**src/hw/rtl/q2k_pkg.sv**
```systemverilog
// Shared types, codes and the fp16 decode helper of the q2k weight dequantizer.
package q2k_pkg;

  localparam logic [1:0] KIND_HDR_LO = 2'd0;
  localparam logic [1:0] KIND_HDR_HI = 2'd1;
  localparam logic [1:0] KIND_DATA   = 2'd2;

  localparam int unsigned LANES     = 4;
  localparam int unsigned SCALES    = 16;
  localparam int unsigned FIX_W     = 40;
  localparam int unsigned HI_W      = 46;
  localparam int unsigned LO_W      = 44;
  localparam int unsigned SUM_W     = 48;
  localparam logic [31:0] CANON_NAN = 32'h7FC0_0000;
  localparam logic [31:0] INF_BITS  = 32'h7F80_0000;

  typedef struct packed {
    logic [1:0]  kind;
    logic [15:0] blk_scale;
    logic [15:0] blk_min;
    logic [63:0] scale_bytes;
    logic [7:0]  data_byte;
    logic [5:0]  byte_index;
  } in_item_t;

  typedef struct packed {
    logic [7:0]  first_position;
    logic [31:0] value0;
    logic [31:0] value1;
    logic [31:0] value2;
    logic [31:0] value3;
  } out_item_t;

  // One data item as it travels from the front to the back.
  typedef struct packed {
    logic [7:0]       data_byte;
    logic [7:0]       first_position;
    logic [15:0]      scale_h;
    logic [15:0]      min_h;
    logic [3:0][7:0]  sbytes;
  } entry_t;

  typedef struct packed {
    logic [FIX_W-1:0] fix;
    logic             inf;
    logic             nan;
  } half_fix_t;

  // Magnitude of an fp16 value as an integer count of 2^-24 units.
  function automatic half_fix_t half_to_fix(input logic [15:0] h);
    half_fix_t r;
    r.inf = (h[14:10] == 5'h1F) && (h[9:0] == 10'd0);
    r.nan = (h[14:10] == 5'h1F) && (h[9:0] != 10'd0);
    if (h[14:10] == 5'd0) begin
      r.fix = FIX_W'(h[9:0]);
    end else begin
      r.fix = FIX_W'({1'b1, h[9:0]}) << (h[14:10] - 5'd1);
    end
    return r;
  endfunction

endpackage

```
**src/hw/rtl/q2k_front.sv**
```systemverilog
// Front end: holds the block scales, takes headers and queues data items.
module q2k_front (
  input  logic              clk,
  input  logic              rst_n,
  input  logic              in_valid,
  output logic              in_stall,
  input  q2k_pkg::in_item_t in_data,
  input  logic              q_full,
  output logic              q_push,
  output q2k_pkg::entry_t   q_entry
);

  logic [15:0] scale_r;
  logic [15:0] min_r;
  logic [7:0]  sbs_r [q2k_pkg::SCALES];
  logic        accept;
  logic [7:0]  first;
  logic [7:0]  pos;

  assign in_stall = q_full;
  assign accept   = in_valid && !q_full;
  assign q_push   = accept && (in_data.kind == q2k_pkg::KIND_DATA);

  assign first = in_data.byte_index[5] ? (8'(in_data.byte_index) + 8'd96)
                                       : 8'(in_data.byte_index);

  always_comb begin
    q_entry.data_byte      = in_data.data_byte;
    q_entry.first_position = first;
    q_entry.scale_h        = scale_r;
    q_entry.min_h          = min_r;
    pos                    = first;
    for (int k = 0; k < q2k_pkg::LANES; k++) begin
      pos = first + 8'(32 * k);
      q_entry.sbytes[k] = sbs_r[pos[7:4]];
    end
  end

  always_ff @(posedge clk) begin
    if (!rst_n) begin
      scale_r <= '0;
      min_r   <= '0;
      for (int i = 0; i < q2k_pkg::SCALES; i++) sbs_r[i] <= '0;
    end else if (accept) begin
      case (in_data.kind)
        q2k_pkg::KIND_HDR_LO: begin
          scale_r <= in_data.blk_scale;
          min_r   <= in_data.blk_min;
          for (int i = 0; i < 8; i++) sbs_r[i] <= in_data.scale_bytes[8*i +: 8];
        end
        q2k_pkg::KIND_HDR_HI: begin
          for (int i = 0; i < 8; i++) sbs_r[8+i] <= in_data.scale_bytes[8*i +: 8];
        end
        default: begin
        end
      endcase
    end
  end

endmodule

```
**config.mk**
```make
export PLATFORM = sky130hd
export DESIGN_NAME = q2k_front
export DESIGN_NICKNAME = d
export VERILOG_FILES = /design/src/hw/rtl/q2k_pkg.sv /design/src/hw/rtl/q2k_front.sv
export SDC_FILE = /design/constraint.sdc
export NUM_CORES = 1
export LEC_CHECK = 0
export BUFFER_PORTS_ARGS = -buffer_cell sky130_fd_sc_hd__buf_2
export CORE_ASPECT_RATIO = 0.75
export CORE_MARGIN = 2
export CORE_UTILIZATION = 52
export CTS_CLUSTER_SIZE = 25
export DETAILED_ROUTE_END_ITERATION = 10
export PLACE_DENSITY = 0.85
export SLEW_MARGIN = 20
export SYNTH_ARGS = -nofsm -noshare
export SYNTH_HDL_FRONTEND = slang
export SYNTH_SLANG_ARGS = --single-unit
```
**constraint.sdc**
```tcl
create_clock -name clk -period 3.8 [get_ports clk]
set_input_delay 0.38 -clock clk [delete_from_list [all_inputs] [get_ports clk]]
set_output_delay 0.38 -clock clk [all_outputs]
set_load 0.01 [all_outputs]
```
==> results.md <==
- Hold Crit Class: input pin to register
- Fin Clk Skew: 0 ns
- First-pass iteration count of the detailed router: 5
- Core Box Area: 13200 µm²
- Int Pwr: 3.20 mW
- Adder-Cell Fraction of Synth Area: 0
- Pin count of the biggest net entering global routing: 106
- ANT nets after route: 0
- Vias per cell: 5.18
- Syn Area/Cell: 14.4 µm²
- Worst-path maximum fanout: 22
- Grt total ovfl: 0
- Area of the mapped netlist: 7100 µm²
- Relative slew slack: 0.405
- DRC errors left: 0
- Max-Cap Viols: 0
- Layout cells sized above 1: 0.385
- Clock transition at the registers of the reported paths: 0.06 ns
- Full die area: 14600 µm²
- Fill cell count: 975
- Final setup fails: 0
- Die Width: 139 µm
- Die height: 105 µm
- Largest family of logic cells by synthesized area: simple AND/OR/NAND/NOR gates
- Wire per inst: 17.2 µm
- Count of cell types in the netlist: 22
- Worst Path Required: 3.42 ns
- Critical path class: input pin to output port
- Outcome: finished, final reports clean
- Clk_lat worst skew: 0.41 ns
- CTS tree: yes
- Yosys reg bits: 160
- First-pass GRT wire length: 22800 µm
- Comb power frac: 0.089
- Starting Density: 0.539
- Ys Warns: 0
- Post-CTS Hold Fix Bufs: 0
- Fmax: 424 MHz
- Final min period: 2.36 ns
- Compound-Gate Fraction of Synth Area: 0
- Pwr/cell area: 481 nW/µm²
- # Post-CTS Setup Buffers: 0
- Simple-Gate Fraction of Synth Area: 0.161
- Clock power share: 0.409
- Clk buf depth: 2
- Max-slew violation count: 0
- Worst path arrival time: 1.98 ns
- Area Growth Syn to Fin: 19.2%
- Final hold vios: 0
- Initial antenna violation count: 0
- Mapped Cells: 492
- Xor/xnor share of the synthesized area: 0
- Hpwl dp: 9240 µm
- Clock Sinks: 160
- Final WL: 14100 µm
- Max VDD drop: 0.000313 V
- Fin area: 8460 µm²
- Setup WS post-layout: 1.44 ns
- Period utilization: 0.620
- RSZ-0062 raised after global routing: false
- Register-to-register setup slack: 3.16 ns
- Number of port buffers: 171
- Root buf cell: clkbuf_16
- Reg power frac: 0.502
- Worst slew pin tran: 0.893 ns
- Post-synthesis mux area share: 0.147
- Placement Cell Area: 7880 µm²
- CTS buffer count: 17
- Ports: 198
- Startpoint Class: input pin
- Initial DRC count: 233
- Ant. Diodes: 0
- Psw: 0.867 mW
- Nets@finish: 753
- Number of global-route vias before repair: 4511
- Fin Setup TNS: 0 ns
- Sw Share: 0.213
- Routed vias: 4246
- Setup crit end kind: output port
- Htree depth: 4
- Placer Congestion: 0.775
- Register area share after synthesis: 0.632
- Gates resized, CTS repair: 0
- Global Route Usage Sum: 0.204
- Std-Cell Rows: 36
- Worst slack, placed: 1.37 ns
- LEAKAGE: 3.41 nW
stage by stage:
| stage | utilization | total power [mW] | std cells | hold WS, ns |
|---|---|---|---|---|
| global placement | 0.599 | 2.43 | 789 | 0.440 |
| CTS | 0.643 | 4.11 | 820 | 0.187 |
| floorplan | - | 2.31 | 493 | 0.479 |
| global route | 0.643 | 4.22 | 820 | 0.196 |
| finish | 0.643 | 4.07 | 820 | 0.209 |
| detailed placement | 0.599 | 2.45 | 789 | 0.446 |
power by group through the flow:
stage | combinational (mW) | clock, mW | sequential (mW)
finish | 0.364 | 1.66 | 2.04
global route | 0.397 | 1.78 | 2.05
CTS | 0.372 | 1.69 | 2.04
detailed placement | 0.369 | 0 | 2.08
global placement | 0.357 | 0 | 2.07
floorplan | 0.238 | 0 | 2.07
cell usage after synthesis, drive strengths merged:
master	instances	area (µm²)
edfxtp	128	3840
and2	96	601
nand2	64	240
buf	42	324
dfxtp	32	641
mux2i	32	320
mux4	32	721
and3	16	100
inv	16	60.1
nor3	16	130
clkbuf	10	40.0
nand2b	3	18.8
and4bb	2	28.8
conb	1	3.75
nor4b	1	15.0
or3b	1	8.76
cell usage in the layout (no fill, tap or decap), drive strengths merged, types with 16 or more instances in the layout:
| master | instances |
|---|---|
| clkbuf | 19 |
| nor3 | 16 |
| and3 | 16 |
| and2 | 96 |
| mux4 | 32 |
| edfxtp | 128 |
| nand2 | 64 |
| inv | 16 |
| dfxtp | 32 |
| mux2i | 32 |
| buf | 177 |
worst max-delay path, cell delays in order:
cell,delay [ns]
buf_2,0.36
buf_4,0.48
mux4_2,0.58
buf_2,0.16
state kept, by name, summed over array words and instances (netlist names):
signal and count:
scale_r 16, sbs_r 128, min_r 16
worst paths after layout:
| kind | start | to | cells past startpoint |
|---|---|---|---|
| max | in_data[4] | q_entry[22] | 4 |
| max reg2reg | scale_r[0]$_SDFFE_PN0P_ | scale_r[0]$_SDFFE_PN0P_ | 2 |
| min reg2reg | min_r[2]$_SDFFE_PN0P_ | min_r[2]$_SDFFE_PN0P_ | 2 |
| min | in_data[109] | scale_r[15]$_SDFFE_PN0P_ | 3 |
routing by layer:
metal | up-vias | GRT usage | wire length (µm)
li1 | 2026 | - | -
met1 | 2038 | 0.243 | 5680
met2 | 162 | 0.352 | 7240
met3 | 20 | 0.0669 | 999
met4 | 0 | 0.0700 | 190
met5 | - | 0 | 0
final cells by class:
type                            count  area (µm²)  area share
Clock buffer                       19         433      0.0512
Clock inverter                     12         144      0.0170
Inverter                           16        60.1     0.00710
Multi-Input combinational cell    265        2200       0.261
Sequential cell                   160        4480       0.530
Tap cell                          171         214      0.0253
Timing Repair Buffer              177         916       0.108
cells by family after synthesis:
| logic type | after synthesis |
|---|---|
| AND/OR/NAND/NOR | 199 |
| flip-flops | 160 |
| buffers and inverters | 68 |
| multiplexers | 64 |
| other | 1 |
(Power assumes the default switching activity.)
