## src/hw/rtl/q2k_pkg.sv

```systemverilog
// Shared types, codes and the fp16 decode helper of the q2k weight dequantizer.
package q2k_pkg;

  localparam logic [1:0] KIND_HDR_LO = 2'd0;
  localparam logic [1:0] KIND_HDR_HI = 2'd1;
  localparam logic [1:0] KIND_DATA   = 2'd2;

  localparam int unsigned LANES     = 4;
  localparam int unsigned SCALES    = 16;
  localparam int unsigned FIX_W     = 40;
  localparam int unsigned HI_W      = 46;
  localparam int unsigned LO_W      = 44;
  localparam int unsigned SUM_W     = 48;
  localparam logic [31:0] CANON_NAN = 32'h7FC0_0000;
  localparam logic [31:0] INF_BITS  = 32'h7F80_0000;

  typedef struct packed {
    logic [1:0]  kind;
    logic [15:0] blk_scale;
    logic [15:0] blk_min;
    logic [63:0] scale_bytes;
    logic [7:0]  data_byte;
    logic [5:0]  byte_index;
  } in_item_t;

  typedef struct packed {
    logic [7:0]  first_position;
    logic [31:0] value0;
    logic [31:0] value1;
    logic [31:0] value2;
    logic [31:0] value3;
  } out_item_t;

  // One data item as it travels from the front to the back.
  typedef struct packed {
    logic [7:0]       data_byte;
    logic [7:0]       first_position;
    logic [15:0]      scale_h;
    logic [15:0]      min_h;
    logic [3:0][7:0]  sbytes;
  } entry_t;

  typedef struct packed {
    logic [FIX_W-1:0] fix;
    logic             inf;
    logic             nan;
  } half_fix_t;

  // Magnitude of an fp16 value as an integer count of 2^-24 units.
  function automatic half_fix_t half_to_fix(input logic [15:0] h);
    half_fix_t r;
    r.inf = (h[14:10] == 5'h1F) && (h[9:0] == 10'd0);
    r.nan = (h[14:10] == 5'h1F) && (h[9:0] != 10'd0);
    if (h[14:10] == 5'd0) begin
      r.fix = FIX_W'(h[9:0]);
    end else begin
      r.fix = FIX_W'({1'b1, h[9:0]}) << (h[14:10] - 5'd1);
    end
    return r;
  endfunction

endpackage

```

## src/hw/rtl/q2k_queue.sv

```systemverilog
// Two-entry queue that decouples the front end from the arithmetic pipeline.
module q2k_queue (
  input  logic            clk,
  input  logic            rst_n,
  input  logic            push,
  input  q2k_pkg::entry_t push_entry,
  output logic            full,
  input  logic            pop,
  output logic            not_empty,
  output q2k_pkg::entry_t head
);

  q2k_pkg::entry_t mem_r [2];
  logic            wp_r, rp_r;
  logic [1:0]      cnt_r;

  assign full      = (cnt_r == 2'd2);
  assign not_empty = (cnt_r != 2'd0);
  assign head      = mem_r[rp_r];

  always_ff @(posedge clk) begin
    if (push) mem_r[wp_r] <= push_entry;
  end

  always_ff @(posedge clk) begin
    if (!rst_n) begin
      wp_r  <= 1'b0;
      rp_r  <= 1'b0;
      cnt_r <= 2'd0;
    end else begin
      if (push) wp_r <= !wp_r;
      if (pop) rp_r <= !rp_r;
      cnt_r <= cnt_r + 2'(push) - 2'(pop);
    end
  end

endmodule

```

## config.mk

```make
export PLATFORM = sky130hd
export DESIGN_NAME = q2k_queue
export DESIGN_NICKNAME = d
export VERILOG_FILES = /design/src/hw/rtl/q2k_pkg.sv /design/src/hw/rtl/q2k_queue.sv
export SDC_FILE = /design/constraint.sdc
export NUM_CORES = 1
export LEC_CHECK = 0
export BUFFER_PORTS_ARGS = -buffer_cell sky130_fd_sc_hd__buf_2
export CAP_MARGIN = 20
export CORE_ASPECT_RATIO = 2
export CORE_MARGIN = 1
export CORE_UTILIZATION = 45
export CTS_BUF_LIST = sky130_fd_sc_hd__clkbuf_4 sky130_fd_sc_hd__clkbuf_8 sky130_fd_sc_hd__clkbuf_16
export DETAILED_ROUTE_END_ITERATION = 10
export MAX_ROUTING_LAYER = met4
export PLACE_DENSITY_LB_ADDON = 0.1
export REMOVE_ABC_BUFFERS = 1
export SLEW_MARGIN = 40
export SYNTH_ARGS = -nofsm -noshare
export SYNTH_HDL_FRONTEND = slang
export SYNTH_SLANG_ARGS = --single-unit
export TNS_END_PERCENT = 20
```

## constraint.sdc

```tcl
create_clock -name clk -period 5.95 [get_ports clk]
set_clock_uncertainty 0.2 [all_clocks]
set_input_delay 0.595 -clock clk [delete_from_list [all_inputs] [get_ports clk]]
set_output_delay 0.595 -clock clk [all_outputs]
set_load 0.03 [all_outputs]
```

==> key figures, run 1 <==
Synth
  – Area fraction in and, or, nand and nor cells after synthesis: 0.879%
  – Cells after Synth: 270
  – Synth Area in Adders: 0.391%
  – Seq/Total Area, Yosys: 76.6%
  – Xor and xnor fraction of the mapped netlist area: 0.488%
  – Seq cells post-synth: 165
  – Synth Area in Compound Gates: 0.117%
  – Largest family of logic cells by synthesized area: multiplexers
  – Mux share of post-synthesis cell area: 18.8%
  – Synthesized area per cell: 23.7 sq um
  – Synthesized cell area: 6400 sq um
  – Post-synth cell types: 13
  – Syn. warnings: 0

STA
  – Period utilization: 54.3%
  – Slew HR: 59.5%
  – RSZ-0062 raised after global routing: false
  – Setup ws final: 2.72 ns
  – Endpoints failing setup: 0
  – Max Freq: 0.309 GHz
  – Final min period: 3.23 ns
  – Fin. Hold Viols: 0
  – Final number of max-transition violations: 0
  – Worst-Margin Slew: 0.608 ns
  – Fin Setup TNS: 0 ns

Cells and area
  – Share of cells above drive strength 1: 61.9%
  – Post-Route Utilization: 57.7%
  – Most frequent cells in the layout: 165 x buf_2, 160 x edfxtp_1, 80 x mux2_4
  – Final layout net count: 538
  – Commonest non-fill, non-tap cell in the layout: buf_2
  – Area Overhead vs Synth: 25.1%

Critical path
  – CP arrival: 2.44 ns
  – Worst path cell trace: buf_12 -> buf_4 -> mux2_4 -> buf_2
  – Delay of the slowest cell on the worst path: 0.68 ns
  – CP Data Required Time: 5.16 ns
  – Delay-heaviest family, CP: buffers and inverters
  – Worst reg2reg setup slack: 3.98 ns
  – Crit Reg-Reg Endpoint: mem_r[0][71]
  – Slowest cell on crit path: dfxtp_4
  – Crit path buffers/inverters: 3
  – WS Path Type: register to output port
  – CP endpoint kind: output port
  – Startpoint Class: register
  – FF-to-FF path depth: 3
  – Worst r2r src: wp_r
  – Crit. path cell count: 4
  – Crit Path Max Fanout: 28

Routing
  – Drt drc: 0
  – Wirelength per Cell: 17.1 um
  – Post-DR vias/cell: 4.66
  – Drt pass-1 iters: 4
  – Drt total wl: 11200 um
  – DR iter-0 viols: 162
  – Antenna-violating nets left: 0
  – Via count: 3054

Floorplan
  – Initial core utilization: 46.1%
  – Die Wd: 86.4 um
  – Core area: 13900 sq um
  – # IOs: 166
  – Die ar.: 14700 sq um
  – Die Span Y: 171 um
  – Site row count: 61

CTS
  – Clock-pin transition on the worst setup and hold timing paths: 0.07 ns
  – CTS buffer count: 17
  – Cts hold-fix bufs: 0
  – CTS max path bufs: 2
  – CTS tree: yes
  – Post-cts gate resize count: 0
  – Clock Latency Late Sink: 0.41 ns
  – Clk root buf: clkbuf_16
  – H-Tree Depth: 4
  – # Post-CTS Setup Buffers: 0
  – CTS Sinks: 165

GRT
  – First-pass GRT wire length: 16600 um
  – Initial antenna violation count: 2
  – Largest net degree at the start of global routing: 45
  – All-Layer GR Usage: 16.4%
  – Overflow after GRT: 0
  – Number of global-route vias before repair: 3249

Pwr
  – PD cells: 353 nW/um^2
  – Final Power: 2.83 mW
  – Leakage: 3.21 nW
  – Worst VDD drop: 0.213 mV

Worst hold path
  – Hold path start: push_entry[16]
  – Hold Crit Class: primary input to register
  – Hold EP: mem_r[1][16]
  – Hold Path Cell Cnt: 1

Flow run
  – Max cap viols: 0

Placement
  – Dpl ws: 3.08 ns
  – RePlAce Congestion: 0.693
  – Post-DP HPWL: 7580 um
  – PortBufs: 165

Status
  – Status: completed
-- per-stage QoR --
step / hold WS (ns) / cells / instance area [sq um]
after floorplan: 0.355 / 261 / 6230
after global placement: 0.360 / 617 / 7320
after detailed placement: 0.362 / 622 / 7430
after CTS: 0.139 / 654 / 8010
after global routing: 0.144 / 656 / 8010
final: 0.166 / 656 / 8010
-- registers in the layout, summed over array words and instances (netlist names), named ones only --
name,count
rp_r,1
wp_r,1
cnt_r,2
mem_r,160
-- logic make-up (layout without fill, tap and decap cells) --
family | Yosys count | after routing
and+or+nand+nor | 9 | 9
adders and majority gates | 2 | 2
DFF | 165 | 165
muxes | 80 | 80
other | 0 | 2
AOI/OAI and AO/OA | 1 | 1
buffers and inverters | 11 | 206
xor gates and xnor gates | 2 | 2
-- cell usage after synthesis, drive strengths merged --
cell	n	area share [%]
xor2	1	0.14
or2	1	0.098
edfxtp	160	75
o21a	1	0.12
nor2b	4	0.39
mux2	80	19
and2	4	0.39
buf	9	2.7
dfxtp	5	1.6
ha	2	0.39
xnor3	1	0.35
inv	2	0.12
-- where the power goes --
part | internal [mW] | total [mW] | switching (mW)
Clock | 0.601 | 1.06 | 0.458
Sequential | 1.34 | 1.37 | 0.0261
Combinational | 0.171 | 0.400 | 0.229
-- worst register-to-register path, delay by kind of cell (launching register included) --
family,cells,cell delay [ns]
buffers and inverters,2,0.71
flip-flops,1,0.34
AND/OR/NAND/NOR,1,0.32
-- area by class of cell --
type / count / area [sq um]
antenna: 2 / 5.00
multi-input combinational: 94 / 1330
timing repair buffer: 172 / 943
clock buffer: 19 / 440
inverter: 2 / 7.51
fill: 1126 / 5880
clock inverter: 13 / 140
sequential: 165 / 4910
tap: 189 / 236
-- per-layer routing --
layer / GRT usage [%] / wire [um]
met4: 8.04 / 216
met5: - / 0
met1: 16.1 / 4030
met3: 4.44 / 614
met2: 29.2 / 6330
-- worst max-delay path by stage --
stage / to / slack (ns)
finish: head[4] / 2.72
floorplan: mem_r[0][0] / 1.10
global placement: head[78] / 2.95
detailed placement: head[62] / 3.08
global route: head[62] / 2.56
CTS: head[62] / 2.62
Power figures use the tool's default switching activity.
==> run 2, diff against run 1 <==
Settings changed: ABC_AREA from default to 1.
Clock period 5.95 ns to 3.3 ns, I/O delays scaled along.
==> run 2 against run 1 <==
Against the previous run: sequential share of layout area shrank 6.0 points; via count grew 12%; combinational power is 79% higher; critical endpoint is now head[12].
==> key figures, run 2 <==
CTS
  – Clock-pin transition on the worst setup and hold timing paths: 0.06 ns (was 0.07 ns)
  – CTS Sinks: 165 (unchanged)
  – CTS buffer count: 17 (unchanged)
  – Clk root buf: clkbuf_16 (unchanged)
  – H-Tree Depth: 4 (unchanged)
  – # Post-CTS Setup Buffers: 0 (unchanged)
  – Cts hold-fix bufs: 83 (was 0)
  – CTS tree: yes (unchanged)
  – CTS max path bufs: 2 (unchanged)
  – Clock Latency Late Sink: 0.41 ns (about the same)
  – Post-cts gate resize count: 0 (unchanged)

STA
  – Worst-Margin Slew: 0.709 ns (was 0.608 ns)
  – Endpoints failing setup: 0 (unchanged)
  – Fin. Hold Viols: 0 (unchanged)
  – Max Freq: 0.388 GHz
  – Slew HR: 52.7% (was 59.5%)
  – Period utilization: 78.0%
  – RSZ-0062 raised after global routing: false (unchanged)
  – Final number of max-transition violations: 0 (unchanged)
  – Final min period: 2.58 ns
  – Min Hold Slack: 0.308 ns (was 0.166 ns)

Critical path
  – Crit path buffers/inverters: 2 (was 3)
  – FF-to-FF path depth: 3 (unchanged)
  – Worst path cell trace: buf_4 -> mux2_4 -> buf_2 (was buf_12 -> buf_4 -> mux2_4 -> buf_2)
  – Startpoint Class: register (unchanged)
  – CP endpoint kind: output port (unchanged)
  – Worst reg2reg setup slack: 1.60 ns (was 3.98 ns)
  – WS Path Type: register to output port (unchanged)
  – Crit Path Max Fanout: 35 (was 28)
  – CP arrival: 2.05 ns (was 2.44 ns)
  – Crit Reg-Reg Endpoint: mem_r[1][45] (was mem_r[0][71])
  – CP Data Required Time: 2.77 ns (was 5.16 ns)
  – Worst r2r src: wp_r (unchanged)
  – Delay-heaviest family, CP: flip-flops (was buffers and inverters)
  – Slowest cell on crit path: dfxtp_4 (unchanged)
  – Delay of the slowest cell on the worst path: 0.81 ns (was 0.68 ns)

Synth
  – FFs w/ async S/R, synth: 0% (unchanged)
  – Seq cells post-synth: 165 (unchanged)
  – Syn. warnings: 0 (unchanged)
  – Xor and xnor fraction of the mapped netlist area: 0% (was 0.488%)
  – Cells after Synth: 282 (was 270)
  – Largest family of logic cells by synthesized area: multiplexers (unchanged)
  – Synth top area share: 75.0% (about the same)
  – Seq/Total Area, Yosys: 76.6% (about the same)
  – Most used DFF post-synth: edfxtp_1 (unchanged)
  – Synthesized area per cell: 22.7 sq um (was 23.7 sq um)
  – Post-synth cell types: 11 (was 13)
  – Synth Area in Compound Gates: 0.0782% (was 0.117%)
  – Mux share of post-synthesis cell area: 18.8% (about the same)
  – EDFF count, synth: 160 (unchanged)
  – Area fraction in and, or, nand and nor cells after synthesis: 1.07% (was 0.879%)
  – Cell types with the highest counts after synthesis: 160 x edfxtp_1, 80 x mux2_4, 9 x nand2_1 (was 160 x edfxtp_1, 80 x mux2_4, 8 x buf_12)
  – Synth area leaders: edfxtp_1 75%, mux2_4 19%, buf_12 2.5% (unchanged)
  – Synthesized cell area: 6400 sq um (about the same)
  – Most frequent cell after synthesis: edfxtp_1 (unchanged)
  – Synth Area in Adders: 0.391% (about the same)
  – Cell taking the most area after synthesis: edfxtp_1 (unchanged)

Routing
  – Drt pass-1 iters: 4 (unchanged)
  – Drt total wl: 11900 um (was 11200 um)
  – Wirelength per Cell: 15.9 um (was 17.1 um)
  – DR iter-0 viols: 153 (was 162)
  – Drt drc: 0 (unchanged)
  – Via count: 3422 (was 3054)
  – Post-DR vias/cell: 4.57 (was 4.66)
  – Antenna-violating nets left: 0 (unchanged)

Pwr
  – Internal: 3.96 mW (was 2.12 mW)
  – Switching Fraction: 23.8% (was 25.2%)
  – Combinational fraction of design power: 13.8% (was 14.2%)
  – Leakage: 3.58 nW (was 3.21 nW)
  – PD cells: 586 nW/um^2 (was 353 nW/um^2)
  – Switching power: 1.24 mW (was 0.713 mW)
  – Clock power share: 38.7% (was 37.4%)
  – Worst VDD drop: 0.459 mV (was 0.213 mV)
  – Sequential power share: 47.5% (was 48.4%)

Flow run
  – Max cap viols: 0 (unchanged)

Floorplan
  – Die Wd: 86.3 um (was 86.4 um)
  – Die ar.: 14700 sq um (about the same)
  – Core area: 13900 sq um (unchanged)
  – # IOs: 166 (unchanged)
  – Die Span Y: 171 um (about the same)
  – Site row count: 61 (unchanged)
  – Initial core utilization: 46.1% (about the same)

Cells and area
  – Final layout net count: 633 (was 538)
  – Largest regs: mem_r x160, cnt_r x2 (unchanged)
  – Commonest non-fill, non-tap cell in the layout: buf_2 (unchanged)
  – Most frequent cells in the layout: 165 x buf_2, 160 x edfxtp_1, 83 x dlygate4sd3_1 (was 165 x buf_2, 160 x edfxtp_1, 80 x mux2_4)
  – Post-Layout Cell Count: 749 (was 656)
  – Largest register FFs: 160 (unchanged)
  – Share of cells above drive strength 1: 50.9% (was 61.9%)
  – Area Overhead vs Synth: 38.7% (was 25.1%)
  – Reg with most FFs: mem_r (unchanged)
  – Post-Route Utilization: 63.9% (was 57.7%)
  – Finished Cell Area: 8880 sq um (was 8010 sq um)
  – Ant diodes: 0 (was 2)

Placement
  – Placed Area: 7410 sq um (was 7430 sq um)
  – Placed Cells: 633 (was 622)
  – PortBufs: 165 (unchanged)
  – RePlAce Congestion: 0.693 (about the same)
  – Post-DP HPWL: 7570 um (was 7580 um)

Status
  – Status: completed (unchanged)

GRT
  – First-pass GRT wire length: 18300 um (was 16600 um)
  – Largest net degree at the start of global routing: 67 (was 45)
  – Initial antenna violation count: 0 (was 2)
  – Number of global-route vias before repair: 3805 (was 3249)
  – Overflow after GRT: 0 (unchanged)
  – All-Layer GR Usage: 17.6% (was 16.4%)

Worst hold path
  – Hold path start: rp_r (was push_entry[16])
  – Hold Path Cell Cnt: 2 (was 1)
  – Hold Crit Class: register to register (was primary input to register)
## run 2: changes by cell type in the layout (fill, tap and decap cells not counted), sizes merged, moves of 4 or more
cell         previous run  this run
nand2                   0         9
clkinvlp                0         5
nor2                    0         8
dlygate4sd3             0        83
and2                    4         0
nor2b                   4         0
## run 2: worst reg2reg max path: stages (launching register included)
cell and delay, ns:
dfxtp_1 0.39, nand2_1 0.10, clkinv_2 0.24, buf_12 0.37
## run 2: how the worst max path moves through the flow
stage	end	slack (ns)	depth (start not counted)
finish	head[12]	0.72	3
global route	head[59]	0.60	3
CTS	head[59]	0.65	3
detailed placement	head[59]	1.10	3
global placement	head[25]	1.12	3
floorplan	mem_r[0][0]	-1.14	2
## run 2: routing by layer
metal / vias up / track usage, % / share of wire (%)
met4: 0 / 7.61 / 2.4
met5: - / - / 0
met1: 1664 / 16.4 / 36
li1: 1627 / - / -
met2: 111 / 32.9 / 58
met3: 20 / 4.53 / 4.1
## run 2: cell type report
class	instances	area, sq um
Inverter	7	27.5
Fill cell	1050	5010
Tap cell	189	236
Sequential cell	165	4910
Multi-Input combinational cell	101	1310
Clock buffer	18	433
Timing Repair Buffer	255	1790
Clock inverter	14	175
## run 2: logic make-up (layout without fill, tap and decap cells)
kind of cell / Yosys count / count (layout)
DFF: 165 / 165
buffers and inverters: 16 / 294
adders and majority gates: 2 / 2
muxes: 80 / 80
and+or+nand+nor: 18 / 18
AOI/OAI and AO/OA: 1 / 1
## run 2: power groups by stage
stage,combinational (mW),clock [mW],sequential [mW]
global route,0.760,2.14,2.48
detailed placement,0.639,0,2.52
finish,0.715,2.01,2.47
global placement,0.631,0,2.51
CTS,0.719,2.06,2.47
floorplan,0.439,0,2.53
## run 2: through the flow
stage | power [mW] | setup TNS [ns] | worst slack, ns
4_1_cts | 5.25 | 0 | 0.648
2_1_floorplan | 2.97 | -161.86 | -1.14
3_5_place_dp | 3.16 | 0 | 1.10
3_3_place_gp | 3.14 | 0 | 1.12
6_report | 5.20 | 0 | 0.725
5_1_grt | 5.38 | 0 | 0.595
==> run 3, diff against run 2 <==
Settings changed: ABC_AREA 1 to 0.
Clock period 3.3 ns to 2.56 ns, I/O delays scaled along.
==> run 3 against run 2 <==
Against the previous run: sequential share of layout area up 0.59 points; first-iteration DRC count down 31%; combinational power up 47%; cell count down 1.9%; clock power up 16%; via count down 1.3%; wire length down 2.3%; sequential cell count unchanged; critical endpoint is now head[5]; highest routed layer unchanged.
==> key figures, run 3 (synthesis results as in run 1) <==
CTS
  – Clk root buf: clkbuf_16 (unchanged)
  – # Post-CTS Setup Buffers: 0 (unchanged)
  – CTS tree: yes (unchanged)
  – CTS Sinks: 165 (unchanged)
  – CTS buffer count: 17 (unchanged)
  – Clock-pin transition on the worst setup and hold timing paths: 0.06 ns (about the same)
  – Post-cts gate resize count: 0 (unchanged)
  – Cts hold-fix bufs: 82 (was 83)
  – Clock Latency Late Sink: 0.41 ns (about the same)
  – CTS max path bufs: 2 (unchanged)
  – H-Tree Depth: 4 (unchanged)

Routing
  – Drt drc: 0 (unchanged)
  – Drt pass-1 iters: 4 (unchanged)
  – Post-DR vias/cell: 4.59 (was 4.57)
  – Wirelength per Cell: 15.8 um (was 15.9 um)
  – Antenna-violating nets left: 0 (unchanged)
  – DR iter-0 viols: 105 (was 153)
  – Via count: 3377 (was 3422)
  – Drt total wl: 11600 um (was 11900 um)

STA
  – Period utilization: 83.4%
  – Worst-Margin Slew: 0.514 ns (was 0.709 ns)
  – Fin Setup TNS: 0 ns (unchanged)
  – RSZ-0062 raised after global routing: false (unchanged)
  – Max Freq: 0.468 GHz
  – Fin. Hold Viols: 0 (unchanged)
  – Endpoints failing setup: 0 (unchanged)
  – Final min period: 2.13 ns
  – Slew HR: 65.8% (was 52.7%)
  – Final number of max-transition violations: 0 (unchanged)

Floorplan
  – Die ar.: 14700 sq um (about the same)
  – # IOs: 166 (unchanged)
  – Die Span Y: 171 um (about the same)
  – Die Wd: 86.4 um (was 86.3 um)
  – Core area: 13900 sq um (unchanged)
  – Site row count: 61 (unchanged)
  – Initial core utilization: 46.1% (about the same)

Critical path
  – Crit Path Max Fanout: 49 (was 35)
  – CP arrival: 1.68 ns (was 2.05 ns)
  – WS Path Type: register to output port (unchanged)
  – Slowest cell on crit path: dfxtp_4 (unchanged)
  – Delay of the slowest cell on the worst path: 0.37 ns (was 0.81 ns)
  – CP endpoint kind: output port (unchanged)
  – Crit path buffers/inverters: 2 (unchanged)
  – Startpoint Class: register (unchanged)
  – Worst path cell trace: buf_12 -> mux2_4 -> buf_2 (was buf_4 -> mux2_4 -> buf_2)
  – CP Data Required Time: 2.10 ns (was 2.77 ns)
  – Delay-heaviest family, CP: buffers and inverters (was flip-flops)

GRT
  – Overflow after GRT: 0 (unchanged)
  – All-Layer GR Usage: 16.8% (was 17.6%)
  – First-pass GRT wire length: 17300 um (was 18300 um)
  – Largest net degree at the start of global routing: 56 (was 67)
  – Number of global-route vias before repair: 3612 (was 3805)
  – Initial antenna violation count: 0 (unchanged)

Pwr
  – Leakage: 3.54 nW (was 3.58 nW)
  – Final Power: 6.55 mW (was 5.20 mW)
  – Worst VDD drop: 0.478 mV (was 0.459 mV)
  – PD cells: 746 nW/um^2 (was 586 nW/um^2)

Status
  – Status: completed (unchanged)

Cells and area
  – Ant diodes: 0 (unchanged)
  – Share of cells above drive strength 1: 52.6% (was 50.9%)
  – Commonest non-fill, non-tap cell in the layout: buf_2 (unchanged)
  – Final layout net count: 620 (was 633)
  – Post-Route Utilization: 63.2% (was 63.9%)
  – Largest regs: mem_r x160, cnt_r x2 (unchanged)
  – Most frequent cells in the layout: 165 x buf_2, 160 x edfxtp_1, 82 x dlygate4sd3_1 (was 165 x buf_2, 160 x edfxtp_1, 83 x dlygate4sd3_1)
  – Reg with most FFs: mem_r (unchanged)
  – Area Overhead vs Synth: 37.1% (was 38.7%)
  – Largest register FFs: 160 (unchanged)
  – Finished Cell Area: 8780 sq um (was 8880 sq um)

Placement
  – Post-DP HPWL: 7350 um (was 7570 um)
  – RePlAce Congestion: 0.686 (was 0.693)
  – Placed Area: 7410 sq um (about the same)
  – PortBufs: 165 (unchanged)

Flow run
  – Max cap viols: 0 (unchanged)

Worst hold path
  – Hold Crit Class: primary input to register (was register to register)
-- run 3: worst paths after layout --
| kind | to | depth (start not counted) | slack, ns | start |
|---|---|---|---|---|
| worst min-delay path | wp_r | 3 | 0.02 | push |
| worst max register to register | mem_r[1][25] | 2 | 0.87 | wp_r |
| worst min register to register | register | 2 | 0.39 | rp_r |
| worst max-delay path | head[5] | 3 | 0.43 | register |
-- run 3: through the flow --
step / cells / setup WS, ns / hold slack [ns]
after floorplan: 261 / -2.04 / 0.155
after detailed placement: 622 / 0.837 / 0.247
after global placement: 622 / 0.852 / 0.244
after global routing: 735 / 0.376 / 0.0375
after CTS: 735 / 0.390 / 0.0105
final: 735 / 0.425 / 0.0245
-- run 3: worst register-to-register path: cells and delay by family (launching register included) --
family / cells / cell delay (ns)
buffers and inverters: 1 / 0.30
and+or+nand+nor: 1 / 0.51
DFF: 1 / 0.38
-- run 3: report_power, final --
part	internal (mW)	total, mW	switching, mW
sequential	3.12	3.16	0.0418
clock	1.29	2.34	1.06
combinational	0.478	1.05	0.570
total	4.88	6.55	1.67
-- run 3: layer usage --
metal	vias to the layer above	track usage (%)	wire length, um
li1	1587	-	-
met1	1671	15.5	4100
met2	103	31.8	6830
met3	16	3.67	459
met4	0	7.68	213
met5	-	-	0
-- run 3: area by class of cell --
class | instances | area, sq um
clock inverter | 13 | 118
inverter | 2 | 7.51
clock buffer | 18 | 433
fill | 1084 | 5110
timing repair buffer | 254 | 1750
multi-input combinational | 94 | 1330
sequential | 165 | 4910
tap | 189 | 236
